==> src/hw/rtl/rsb_pkg.sv <==
// Shared types and codes of the slot binder.
package rsb_pkg;

    localparam int KEY_W   = 32;
    localparam int CMD_W   = 2;
    localparam int IN_W    = 40;    // command + key, padded to whole bytes
    localparam int RCNT_W  = 16;    // ref_count field on the result stream

    typedef enum logic [1:0] {
        CMD_BIND        = 2'd0,
        CMD_RELEASE     = 2'd1,
        CMD_RELEASE_ALL = 2'd2
    } cmd_t;

    typedef enum logic [2:0] {
        ST_NEW       = 3'd0,
        ST_EXISTING  = 3'd1,
        ST_FULL      = 3'd2,
        ST_FREED     = 3'd3,
        ST_HELD      = 3'd4,
        ST_NOT_FOUND = 3'd5,
        ST_INVALID   = 3'd6,
        ST_SATURATED = 3'd7
    } status_t;

    // Table read address source
    typedef enum logic [1:0] {
        RD_SCAN = 2'd0,
        RD_LAST = 2'd1,
        RD_USED = 2'd2
    } rd_sel_t;

    // Table write operation
    typedef enum logic [2:0] {
        WR_NONE  = 3'd0,
        WR_UPD   = 3'd1,
        WR_MOVE  = 3'd2,
        WR_CLEAR = 3'd3,
        WR_NEW   = 3'd4
    } wr_op_t;

    // Where location / count of a result come from
    typedef enum logic [1:0] {
        SRC_NONE = 2'd0,
        SRC_HIT  = 2'd1,
        SRC_FREE = 2'd2,
        SRC_NEW  = 2'd3
    } res_src_t;

    typedef struct packed {
        logic     load_req;
        rd_sel_t  rd_sel;
        logic     scan_next;
        logic     cap_hit;
        logic     cap_last;
        wr_op_t   wr_op;
        logic     used_inc;
        logic     used_dec;
        logic     res_load;
        status_t  res_status;
        res_src_t res_src;
        logic     out_load;
    } ctl_t;

    typedef struct packed {
        logic key_zero;
        logic cmd_bind;
        logic cmd_release;
        logic cmd_release_all;
        logic scan_done;
        logic key_match;
        logic count_max;
        logic count_gt1;
        logic table_full;
        logic hit_is_last;
        logic out_free;
    } sts_t;

endpackage

==> src/hw/rtl/refcounted_slot_binder_core.sv <==
// A zero key or unknown command is answered without a search. Otherwise the used slots
// are searched from the first; a bind miss then writes a new slot, a hit counts up on bind
// (unless saturated) or down on a held release, and freeing a slot other than the last used
// one first moves the last used slot into it. Requests are handled one at a time; the search
// reads the slots one after another from the single read port of the slot table, and the next
// request may start while a result waits. Reset (rst_n, async, low): table empty, labels 1..SLOTS.
module refcounted_slot_binder_core
    import rsb_pkg::*;
#(
    parameter int SLOTS       = 16,
    parameter int COUNT_WIDTH = 16,
    localparam int LW    = $clog2(SLOTS + 1),
    localparam int OUT_W = ((3 + LW + RCNT_W + 7) / 8) * 8
) (
    input  logic             clk,
    input  logic             rst_n,
    // request stream
    input  logic             s_axis_tvalid,
    output logic             s_axis_tready,
    input  logic [IN_W-1:0]  s_axis_tdata,  // command[1:0], key[33:2], zero pad
    // result stream
    output logic             m_axis_tvalid,
    input  logic             m_axis_tready,
    output logic [OUT_W-1:0] m_axis_tdata   // status[2:0], location, ref_count[15:0], pad
);

    // The controller and datapath talk only through these two bundles.
    ctl_t ctl;
    sts_t sts;

    // Controller: one-hot sequencer. Accepts a request only in its idle state;
    // the result sits in the datapath's output register so the next request
    // can start while the consumer stalls.
    rsb_ctrl u_ctrl (
        .clk      (clk),
        .rst_n    (rst_n),
        .in_valid (s_axis_tvalid),
        .in_ready (s_axis_tready),
        .sts      (sts),
        .ctl      (ctl)
    );

    // Datapath: slot table (key, count, label per slot) in one RAM with a
    // valid bit per slot; a slot never written reads as key 0, count 0 and
    // its own index plus one as label. Used slots stay packed at the front:
    // a freed slot takes the last used slot's contents and its own label
    // moves to the last position.
    rsb_datapath #(
        .SLOTS       (SLOTS),
        .COUNT_WIDTH (COUNT_WIDTH)
    ) u_dp (
        .clk       (clk),
        .rst_n     (rst_n),
        .in_data   (s_axis_tdata),
        .out_data  (m_axis_tdata),
        .out_valid (m_axis_tvalid),
        .out_ready (m_axis_tready),
        .ctl       (ctl),
        .sts       (sts)
    );

endmodule

==> src/hw/rtl/rsb_ram.sv <==
// Generic single-write, single-read RAM with registered read data.
module rsb_ram #(
    parameter int WIDTH = 8,
    parameter int DEPTH = 16,
    localparam int AW = (DEPTH > 1) ? $clog2(DEPTH) : 1
) (
    input  logic             clk,
    input  logic             we,
    input  logic [AW-1:0]    waddr,
    input  logic [WIDTH-1:0] wdata,
    input  logic [AW-1:0]    raddr,
    output logic [WIDTH-1:0] rdata
);

    logic [WIDTH-1:0] mem [DEPTH];

    always_ff @(posedge clk)
    begin
        if (we)
        begin
            mem[waddr] <= wdata;
        end
        rdata <= mem[raddr];
    end

endmodule

==> src/hw/rtl/rsb_datapath.sv <==
// Slot table, counters, hit/last holding registers and result registers.
module rsb_datapath
    import rsb_pkg::*;
#(
    parameter int SLOTS       = 16,
    parameter int COUNT_WIDTH = 16,
    localparam int AW    = (SLOTS > 1) ? $clog2(SLOTS) : 1,
    localparam int LW    = $clog2(SLOTS + 1),
    localparam int EW    = KEY_W + COUNT_WIDTH + LW,
    localparam int OUT_W = ((3 + LW + RCNT_W + 7) / 8) * 8
) (
    input  logic             clk,
    input  logic             rst_n,
    input  logic [IN_W-1:0]  in_data,
    output logic [OUT_W-1:0] out_data,
    output logic             out_valid,
    input  logic             out_ready,
    input  ctl_t             ctl,
    output sts_t             sts
);

    // request
    logic [CMD_W-1:0]       cmd_reg;
    logic [KEY_W-1:0]       key_reg;

    logic [LW-1:0]          used_reg;
    logic [LW-1:0]          scan_reg;
    logic [SLOTS-1:0]       valid_reg;

    // read side
    logic [AW-1:0]          rd_addr;
    logic [AW-1:0]          rd_addr_reg;
    logic                   rd_vld_reg;
    logic [EW-1:0]          ram_q;
    logic [EW-1:0]          entry;
    logic [KEY_W-1:0]       ent_key;
    logic [LW-1:0]          ent_lbl;
    logic [LW-1:0]          last_idx;

    // hit and last slot
    logic [AW-1:0]          hit_idx_reg;
    logic [COUNT_WIDTH-1:0] hit_cnt_reg;
    logic [LW-1:0]          hit_lbl_reg;
    logic [KEY_W-1:0]       last_key_reg;
    logic [COUNT_WIDTH-1:0] last_cnt_reg;
    logic [LW-1:0]          last_lbl_reg;
    logic [COUNT_WIDTH-1:0] new_cnt;

    // write side
    logic                   we;
    logic [AW-1:0]          wr_addr;
    logic [EW-1:0]          wr_data;

    // result
    logic [2:0]             res_status_reg;
    logic [LW-1:0]          res_loc_reg;
    logic [COUNT_WIDTH-1:0] res_cnt_reg;
    logic [31:0]            res_cnt_wide;
    logic [OUT_W-1:0]       out_data_reg;
    logic                   out_valid_reg;

    assign last_idx = used_reg - LW'(1);

    always_comb
    begin
        case (ctl.rd_sel)
            RD_LAST: rd_addr = last_idx[AW-1:0];
            RD_USED: rd_addr = used_reg[AW-1:0];
            default: rd_addr = scan_reg[AW-1:0];
        endcase
    end

    // never-written entries read as their reset contents
    assign entry = rd_vld_reg ? ram_q
                              : {{KEY_W{1'b0}}, {COUNT_WIDTH{1'b0}},
                                 LW'(rd_addr_reg) + LW'(1)};
    assign ent_key = entry[EW-1 -: KEY_W];
    assign ent_lbl = entry[LW-1:0];

    always_comb
    begin
        new_cnt = hit_cnt_reg;
        if (cmd_reg == CMD_BIND && !sts.count_max)
        begin
            new_cnt = hit_cnt_reg + COUNT_WIDTH'(1);
        end
        else if (cmd_reg == CMD_RELEASE && sts.count_gt1)
        begin
            new_cnt = hit_cnt_reg - COUNT_WIDTH'(1);
        end
    end

    always_comb
    begin
        we      = 1'b1;
        wr_addr = hit_idx_reg;
        wr_data = {key_reg, new_cnt, hit_lbl_reg};
        case (ctl.wr_op)
            WR_UPD:   ;
            WR_MOVE:  wr_data = {last_key_reg, last_cnt_reg, last_lbl_reg};
            WR_CLEAR:
            begin
                wr_addr = last_idx[AW-1:0];
                wr_data = {{KEY_W{1'b0}}, {COUNT_WIDTH{1'b0}}, hit_lbl_reg};
            end
            WR_NEW:
            begin
                wr_addr = used_reg[AW-1:0];
                wr_data = {key_reg, COUNT_WIDTH'(1), ent_lbl};
            end
            default:  we = 1'b0;
        endcase
    end

    rsb_ram #(
        .WIDTH (EW),
        .DEPTH (SLOTS)
    ) u_table (
        .clk   (clk),
        .we    (we),
        .waddr (wr_addr),
        .wdata (wr_data),
        .raddr (rd_addr),
        .rdata (ram_q)
    );

    always_ff @(posedge clk or negedge rst_n)
    begin
        if (!rst_n)
        begin
            used_reg      <= '0;
            scan_reg      <= '0;
            valid_reg     <= '0;
            rd_vld_reg    <= 1'b0;
            out_valid_reg <= 1'b0;
        end
        else
        begin
            rd_vld_reg <= valid_reg[rd_addr];
            if (we)
            begin
                valid_reg[wr_addr] <= 1'b1;
            end
            if (ctl.used_inc)
            begin
                used_reg <= used_reg + LW'(1);
            end
            else if (ctl.used_dec)
            begin
                used_reg <= last_idx;
            end
            if (ctl.load_req)
            begin
                scan_reg <= '0;
            end
            else if (ctl.scan_next)
            begin
                scan_reg <= scan_reg + LW'(1);
            end
            if (ctl.out_load)
            begin
                out_valid_reg <= 1'b1;
            end
            else if (out_ready)
            begin
                out_valid_reg <= 1'b0;
            end
        end
    end

    assign res_cnt_wide = 32'(res_cnt_reg);

    always_ff @(posedge clk)
    begin
        rd_addr_reg <= rd_addr;
        if (ctl.load_req)
        begin
            cmd_reg <= in_data[CMD_W-1:0];
            key_reg <= in_data[CMD_W +: KEY_W];
        end
        if (ctl.cap_hit)
        begin
            hit_idx_reg <= scan_reg[AW-1:0];
            hit_cnt_reg <= entry[LW +: COUNT_WIDTH];
            hit_lbl_reg <= ent_lbl;
        end
        if (ctl.cap_last)
        begin
            last_key_reg <= ent_key;
            last_cnt_reg <= entry[LW +: COUNT_WIDTH];
            last_lbl_reg <= ent_lbl;
        end
        if (ctl.res_load)
        begin
            res_status_reg <= ctl.res_status;
            case (ctl.res_src)
                SRC_HIT:
                begin
                    res_loc_reg <= hit_lbl_reg;
                    res_cnt_reg <= new_cnt;
                end
                SRC_FREE:
                begin
                    res_loc_reg <= hit_lbl_reg;
                    res_cnt_reg <= '0;
                end
                SRC_NEW:
                begin
                    res_loc_reg <= ent_lbl;
                    res_cnt_reg <= COUNT_WIDTH'(1);
                end
                default:
                begin
                    res_loc_reg <= '0;
                    res_cnt_reg <= '0;
                end
            endcase
        end
        if (ctl.out_load)
        begin
            out_data_reg <= OUT_W'({res_cnt_wide[RCNT_W-1:0], res_loc_reg, res_status_reg});
        end
    end

    assign out_data  = out_data_reg;
    assign out_valid = out_valid_reg;

    assign sts.key_zero        = (key_reg == '0);
    assign sts.cmd_bind        = (cmd_reg == CMD_BIND);
    assign sts.cmd_release     = (cmd_reg == CMD_RELEASE);
    assign sts.cmd_release_all = (cmd_reg == CMD_RELEASE_ALL);
    assign sts.scan_done       = (scan_reg == used_reg);
    assign sts.key_match       = (ent_key == key_reg);
    assign sts.count_max       = (hit_cnt_reg == {COUNT_WIDTH{1'b1}});
    assign sts.count_gt1       = (hit_cnt_reg > COUNT_WIDTH'(1));
    assign sts.table_full      = (used_reg == LW'(SLOTS));
    assign sts.hit_is_last     = (hit_idx_reg == last_idx[AW-1:0]);
    assign sts.out_free        = !out_valid_reg || out_ready;

endmodule

==> src/hw/rtl/rsb_ctrl.sv <==
// Sequencer for search, update, free/swap and bind of one request.
module rsb_ctrl
    import rsb_pkg::*;
(
    input  logic clk,
    input  logic rst_n,
    input  logic in_valid,
    output logic in_ready,
    input  sts_t sts,
    output ctl_t ctl
);

    typedef enum logic [10:0] {
        S_IDLE      = 11'b000_0000_0001,
        S_CHECK     = 11'b000_0000_0010,
        S_SRCH_RD   = 11'b000_0000_0100,
        S_SRCH_CMP  = 11'b000_0000_1000,
        S_DECIDE    = 11'b000_0001_0000,
        S_LAST_WAIT = 11'b000_0010_0000,
        S_FREE_MOVE = 11'b000_0100_0000,
        S_FREE_CLR  = 11'b000_1000_0000,
        S_NEW_RD    = 11'b001_0000_0000,
        S_NEW_WR    = 11'b010_0000_0000,
        S_RESULT    = 11'b100_0000_0000
    } state_t;

    state_t state_reg;
    state_t state_next;

    assign in_ready = (state_reg == S_IDLE);

    always_comb
    begin
        state_next     = state_reg;
        ctl            = '0;
        ctl.rd_sel     = RD_SCAN;
        ctl.wr_op      = WR_NONE;
        ctl.res_status = ST_NOT_FOUND;
        ctl.res_src    = SRC_NONE;
        unique case (state_reg)
            S_IDLE:
            begin
                if (in_valid)
                begin
                    ctl.load_req = 1'b1;
                    state_next   = S_CHECK;
                end
            end
            S_CHECK:
            begin
                if (sts.key_zero)
                begin
                    ctl.res_load   = 1'b1;
                    ctl.res_status = ST_INVALID;
                    state_next     = S_RESULT;
                end
                else if (!(sts.cmd_bind || sts.cmd_release || sts.cmd_release_all))
                begin
                    ctl.res_load = 1'b1;
                    state_next   = S_RESULT;
                end
                else
                begin
                    state_next = S_SRCH_RD;
                end
            end
            S_SRCH_RD:
            begin
                if (!sts.scan_done)
                begin
                    state_next = S_SRCH_CMP;
                end
                else if (sts.cmd_bind && !sts.table_full)
                begin
                    state_next = S_NEW_RD;
                end
                else
                begin
                    ctl.res_load   = 1'b1;
                    ctl.res_status = sts.cmd_bind ? ST_FULL : ST_NOT_FOUND;
                    state_next     = S_RESULT;
                end
            end
            S_SRCH_CMP:
            begin
                if (sts.key_match)
                begin
                    ctl.cap_hit = 1'b1;
                    state_next  = S_DECIDE;
                end
                else
                begin
                    ctl.scan_next = 1'b1;
                    state_next    = S_SRCH_RD;
                end
            end
            S_DECIDE:
            begin
                if (sts.cmd_bind)
                begin
                    ctl.wr_op      = sts.count_max ? WR_NONE : WR_UPD;
                    ctl.res_load   = 1'b1;
                    ctl.res_status = sts.count_max ? ST_SATURATED : ST_EXISTING;
                    ctl.res_src    = SRC_HIT;
                    state_next     = S_RESULT;
                end
                else if (sts.cmd_release && sts.count_gt1)
                begin
                    ctl.wr_op      = WR_UPD;
                    ctl.res_load   = 1'b1;
                    ctl.res_status = ST_HELD;
                    ctl.res_src    = SRC_HIT;
                    state_next     = S_RESULT;
                end
                else if (sts.hit_is_last)
                begin
                    state_next = S_FREE_CLR;
                end
                else
                begin
                    ctl.rd_sel = RD_LAST;
                    state_next = S_LAST_WAIT;
                end
            end
            S_LAST_WAIT:
            begin
                ctl.cap_last = 1'b1;
                state_next   = S_FREE_MOVE;
            end
            S_FREE_MOVE:
            begin
                ctl.wr_op  = WR_MOVE;
                state_next = S_FREE_CLR;
            end
            S_FREE_CLR:
            begin
                ctl.wr_op      = WR_CLEAR;
                ctl.used_dec   = 1'b1;
                ctl.res_load   = 1'b1;
                ctl.res_status = ST_FREED;
                ctl.res_src    = SRC_FREE;
                state_next     = S_RESULT;
            end
            S_NEW_RD:
            begin
                ctl.rd_sel = RD_USED;
                state_next = S_NEW_WR;
            end
            S_NEW_WR:
            begin
                ctl.wr_op      = WR_NEW;
                ctl.used_inc   = 1'b1;
                ctl.res_load   = 1'b1;
                ctl.res_status = ST_NEW;
                ctl.res_src    = SRC_NEW;
                state_next     = S_RESULT;
            end
            S_RESULT:
            begin
                if (sts.out_free)
                begin
                    ctl.out_load = 1'b1;
                    state_next   = S_IDLE;
                end
            end
            default:
            begin
                state_next = S_IDLE;
            end
        endcase
    end

    always_ff @(posedge clk or negedge rst_n)
    begin
        if (!rst_n)
        begin
            state_reg <= S_IDLE;
        end
        else
        begin
            state_reg <= state_next;
        end
    end

endmodule

==> config.mk <==
export PLATFORM = sky130hd
export DESIGN_NAME = refcounted_slot_binder_core
export DESIGN_NICKNAME = d
export VERILOG_FILES = /design/src/hw/rtl/rsb_pkg.sv /design/src/hw/rtl/refcounted_slot_binder_core.sv /design/src/hw/rtl/rsb_ram.sv /design/src/hw/rtl/rsb_datapath.sv /design/src/hw/rtl/rsb_ctrl.sv
export SDC_FILE = /design/constraint.sdc
export NUM_CORES = 2
export LEC_CHECK = 0
export BUFFER_PORTS_ARGS = -buffer_cell sky130_fd_sc_hd__clkbuf_2
export CORE_ASPECT_RATIO = 0.6
export CORE_MARGIN = 2
export CORE_UTILIZATION = 29
export CTS_BUF_LIST = sky130_fd_sc_hd__clkbuf_4 sky130_fd_sc_hd__clkbuf_8
export DETAILED_ROUTE_END_ITERATION = 16
export SLEW_MARGIN = 20
export SYNTH_ARGS = -nofsm -noshare
export SYNTH_HDL_FRONTEND = slang
export SYNTH_HIERARCHICAL = 1
export SYNTH_SLANG_ARGS = --single-unit
==> constraint.sdc <==
create_clock -name clk -period 19.3 [get_ports clk]
set_input_delay 0.965 -clock clk [delete_from_list [all_inputs] [get_ports clk]]
set_output_delay 0.965 -clock clk [all_outputs]
set_load 0.03 [all_outputs]
# == Word level (Yosys, flattened, before mapping) ==
# Memories as Yosys holds them, arrays and structs flattened. A register that Yosys moved wholly into a read port is not among the register bits.
# Cells that the tools add are included.
# totals
regBits,203
ramBits,848
input_bits,44
out_inout_bits,26
word_cells,140
memories,1
# mem_list
name,depth,width,rd,rd_clocked_by_memory_dff,wr,line,text
u_dp.u_table.mem,16,53,1,1,1,rsb_ram.sv:15,logic [WIDTH-1:0] mem [DEPTH];
# op_classes
n_addsub,6
order_cmp,4
n_eq_ne,29
mux,61
bitwise_logic,1
reduce_logical,19
# ops
op,count
$pmux 53 s3,1
$pmux 11 s10,1
$mux 11,8
$mux 53,1
$eq 32x32->1,1
$logic_not 32->1,1
$mux 16,2
$pmux 16 s2,1
$mux 5,5
$mux 1,21
$pmux 4 s5,1
$add 16x1->16 const B,1
$eq 16x16->1 const B,1
$gt 16x1->1 const B,1
$or 16x16->16,1
$pmux 4 s2,2
$sub 16x1->16 const B,1
$mux 6,2
$pmux 3 s4,1
$eq 11x1->1 const B,1
$eq 11x10->1 const B,1
$eq 11x11->1 const B,1
$eq 11x2->1 const B,1
$eq 11x3->1 const B,1
37 further kinds,62

# == Longest topological paths before layout ==
# logic_depth
depth_word,12
mapped_depth,20
ltp_nobuf,16

# == By module ==
# Netlist, hierarchy kept.
# by_module_without_submodules
mod,instances,cells_per_inst,area_each_um2,seq_area_each_um2
rsb_ram,1,1370,32807.7,26525.4
rsb_datapath,1,827,9505.4,5585.4
rsb_ctrl,1,109,940.9,276.5

# == Worst setup path after synthesis ==
# Ideal clock, no wire load.
# synth_timing
path_type,flip-flop to flip-flop
start,register u_dp.hit_cnt_reg[12]
end,memory u_dp/u_table/mem[0][0] in the netlist's numbering (enable)
setup_ns,0.529
arrival_ns,6.989
t_required_ns,18.771
slack_ns,11.782
stages_incl_launch_ff,14
path_buffers,1
period_less_slack_ns,7.518
path_cell_list,edfxtp_1 > buf_4 > or3_2 > nor4_4 > nand2_1 > a21oi_1 > nand2b_1 > a211o_1 > o21ai_0 > nor2_1 > a21oi_1 > a211o_1 > or3b_2 > nor3_1
# synth_lines
item,line,text
start: declaration,rsb_datapath.sv:42,logic [COUNT_WIDTH-1:0] hit_cnt_reg;
start signal: assignment,rsb_datapath.sv:184,hit_cnt_reg <= entry[LW +: COUNT_WIDTH];
end: declaration,rsb_ram.sv:15,

==> metrics.cfg <==
[run_status]
outcome=finished clean

[synth]
ys_types=86
yosysSeqAreaShare_pct=74.9
synth_top_cell_by_area=edfxtp_1
yosys.area.top_type_share_pct=70.0
syn-instance-count=2306
yosys_warnings=6
synth_area_leaders=edfxtp_1, mux4_2, dfxtp_1
synth_nets=2363
ys_ff_latch=1104
synth-edff-count=1008
synth_area_um2=43300
synth-main-ff-cell=edfxtp_1
async_reset_ff_share_pct=3.53
syn_avg_cell_area_um2=18.8

[setup_path]
required_ns=19.74
end_kind=flip-flop
r2r_slack_ns=12.73
path_max_fanout=52
crit_family=simple AND/OR/NAND/NOR gates
path_buf_inv=4
slowest_delay_ns=0.86
arrival_ns=7.01
slowest_stage=nor2_4
critPathLaunchType=flip-flop
crit_chain=inv_1 > ha_1 > o21bai_1 > nor4_4 > nand2_1 > a21oi_1 > nand2b_1 > a211o_1 > o21ai_4 > buf_4 > nor2_1 > nand2_1 > o21ai_1 > inv_1 > nand2b_1 > nor2_4 > buf_4
path_class=flip-flop to flip-flop

[clock_network]
postCtsSetupBuffers=0
cts.sinks=1104
cts_buffers=174
clk_pin_slew_ns=0.06
ctsHtreeMaxLevel=4
clkLatencyLatePin_ns=0.82
cts-root-buf=clkbuf_8
max-clock-path-buffers=3
cts_tree=done
holdBufCountCts=0
post_cts_resized=0

[power_and_ir_drop]
cellPowerDensity_nw_per_um2=101
internal_power_w=0.00391
p_comb_share_pct=4.3
pwr-share-clk_pct=41.2
p_leak_nw=15.8
finalPower_w=0.00503
pwr-share-seq_pct=54.6
p_sw_share_pct=22.3
peakVddDrop_uv=62.6
power.switching_w=0.00112

[grt]
gr-total-overflow=0
grt_pass1_vias=22753
use_met3_pct=2.55
grt-busiest-layer=met2
grt_pass1_wl_um=153000
met2_usage_pct=20.9
grt_usage_pct=13.5
met1_usage_pct=19.3
grt_start_max_net_pins=105
antenna_found_initial=1

[die]
fp.coreArea_um2=148000
die_w_um=503
initial_utilization_pct=29.3
dieArea_um2=152000
die_h_um=303
io_pins=70
std_cell_rows=109

[routing]
detail_route.wirelength_um=103000
antenna_left=0
drt-initial-drc-count=2293
vias_per_cell=4.83
drc=0
drt-wirelength-per-cell_um=22.2
firstDrtPassIters=5
num_vias=22357

[sta]
drv_slew=0
post-route-period-util_pct=34.0
max_freq_ghz=0.152
worst_pin_slew_ns=1.13
slew_headroom_pct=24.6
fin_crit_ns=6.57
hold_slack_ns=0.200
hold_viol=0
setup_tns_ns=0
skew_ns=0.0255
setup_viol=0
timing.final.ws_setup_ns=12.73
rsz0062_at_grt=false

[cells_and_area]
regArea_um2=32400
final_area_um2=49800
largest_reg_flops=848
multiInputGateArea_um2=10400
reg_top3=u_dp/u_table/mem: 848 flops, u_dp/u_table/rdata: 53 flops
layout.nets=2540
regMostFlops=u_dp/u_table/mem
area_growth_syn_to_layout_pct=15.1
drive_above_1_share_pct=26.1
fillers=13855

[place]
gp_congestion=0.799
port_buffers=63
dpl.hpwl_um=53600
placed_area_um2=46100
place_ws_ns=12.71

[min_path]
holdCritPathClass=primary input to async pin

[job]
max_cap_violations=0

## metrics by stage
step	std cells	utilization, %
finish	4625	33.7
global route	4624	33.7
CTS	4624	33.7
detailed placement	4305	31.2
global placement	4305	31.2
floorplan	2306	-
## synth_stat cells, types with 4 or more instances
cell / number
nor2_1: 70
nor2b_1: 11
nand2_1: 163
nand3_1: 21
ha_1: 13
o21bai_1: 11
dfxtp_1: 57
and3_1: 7
a21o_1: 10
nor3_1: 22
nor4_1: 12
nand3b_1: 49
dfrtp_1: 38
nor4b_1: 4
edfxtp_1: 1008
a21oi_1: 20
mux4_2: 212
buf_4: 5
buf_1: 15
inv_1: 29
xor2_1: 17
clkbuf_1: 59
xnor2_1: 34
a22o_1: 14
o21ai_0: 33
nand2b_1: 17
buf_6: 13
mux2i_1: 19
o22ai_1: 9
a31oi_1: 4
a22oi_1: 130
and2_1: 63
buf_2: 21
nand4_1: 14
## cells in the final DEF (no fill, tap or decap), drive strengths merged, types with 11 or more instances in the layout
cell    netlist  layout
a21oi        20      20
a22o         15      15
a22oi       130     130
and2         64      64
buf          54      53
clkbuf       61     312
clkinv        0      49
dfrtp        38      38
dfxtp        57      57
edfxtp     1008    1008
ha           13      13
inv          29      36
mux2i        19      19
mux4        212     212
nand2       164     164
nand2b       17      17
nand3        21      21
nand3b       49      49
nand4        14      14
nor2         70      70
nor2b        11      11
nor3         23      23
nor4         15      15
o21ai        34      34
o21bai       11      11
xnor2        34      34
xor2         17      17
## per-layer routing
metal | vias to the layer above | wire (µm)
li1 | 9681 | -
met1 | 11698 | 46400
met2 | 821 | 47300
met3 | 157 | 7090
met4 | 0 | 1800
met5 | - | 0
## cell families after synthesis
| family | count (synthesis) | synth area share [%] |
|---|---|---|
| buffers and inverters | 144 | 1.61 |
| multiplexers | 232 | 11.5 |
| XOR/XNOR | 51 | 1.03 |
| AND/OR/NAND/NOR | 491 | 6.10 |
| flip-flops | 1104 | 74.9 |
| adder cells (fa/ha/maj) | 13 | 0.376 |
| AO/OA/AOI/OAI | 271 | 4.50 |
## power groups by stage
stage / Clock (W) / Sequential [W] / Combinational, W
final: 0.00207 / 0.00274 / 0.000214
after global routing: 0.00223 / 0.00275 / 0.000239
after CTS: 0.00212 / 0.00275 / 0.000214
after detailed placement: 0 / 0.00280 / 0.000214
after global placement: 0 / 0.00279 / 0.000209
after floorplan: 0 / 0.00278 / 0.000131
## area by class of cell
type / count / share of cell area [%]
clock buffer: 249 / 6.12
antenna: 1 / 0.00503
tap: 1998 / 5.02
clock inverter: 70 / 1.25
multi-input combinational: 1058 / 20.8
sequential: 1104 / 65.1
timing repair buffer: 116 / 1.47
inverter: 29 / 0.249
## worst paths after layout
kind                       cells past startpoint                 from                 endpoint
max                                           17  u_dp/hit_cnt_reg[0]  u_dp/u_table/mem[1][32]
max reg2reg                                   17  u_dp/hit_cnt_reg[0]  u_dp/u_table/mem[1][32]
min in group clk                               1     s_axis_tdata[18]         u_dp/key_reg[16]
max in group asynchronous                      2                rst_n          u_dp/rd_vld_reg
min reg2reg                                    0  u_dp/res_loc_reg[3]         u_dp/out_data[6]
min                                            2                rst_n      u_ctrl/state_reg[1]
Note: power is estimated with default switching activity, not from simulation.
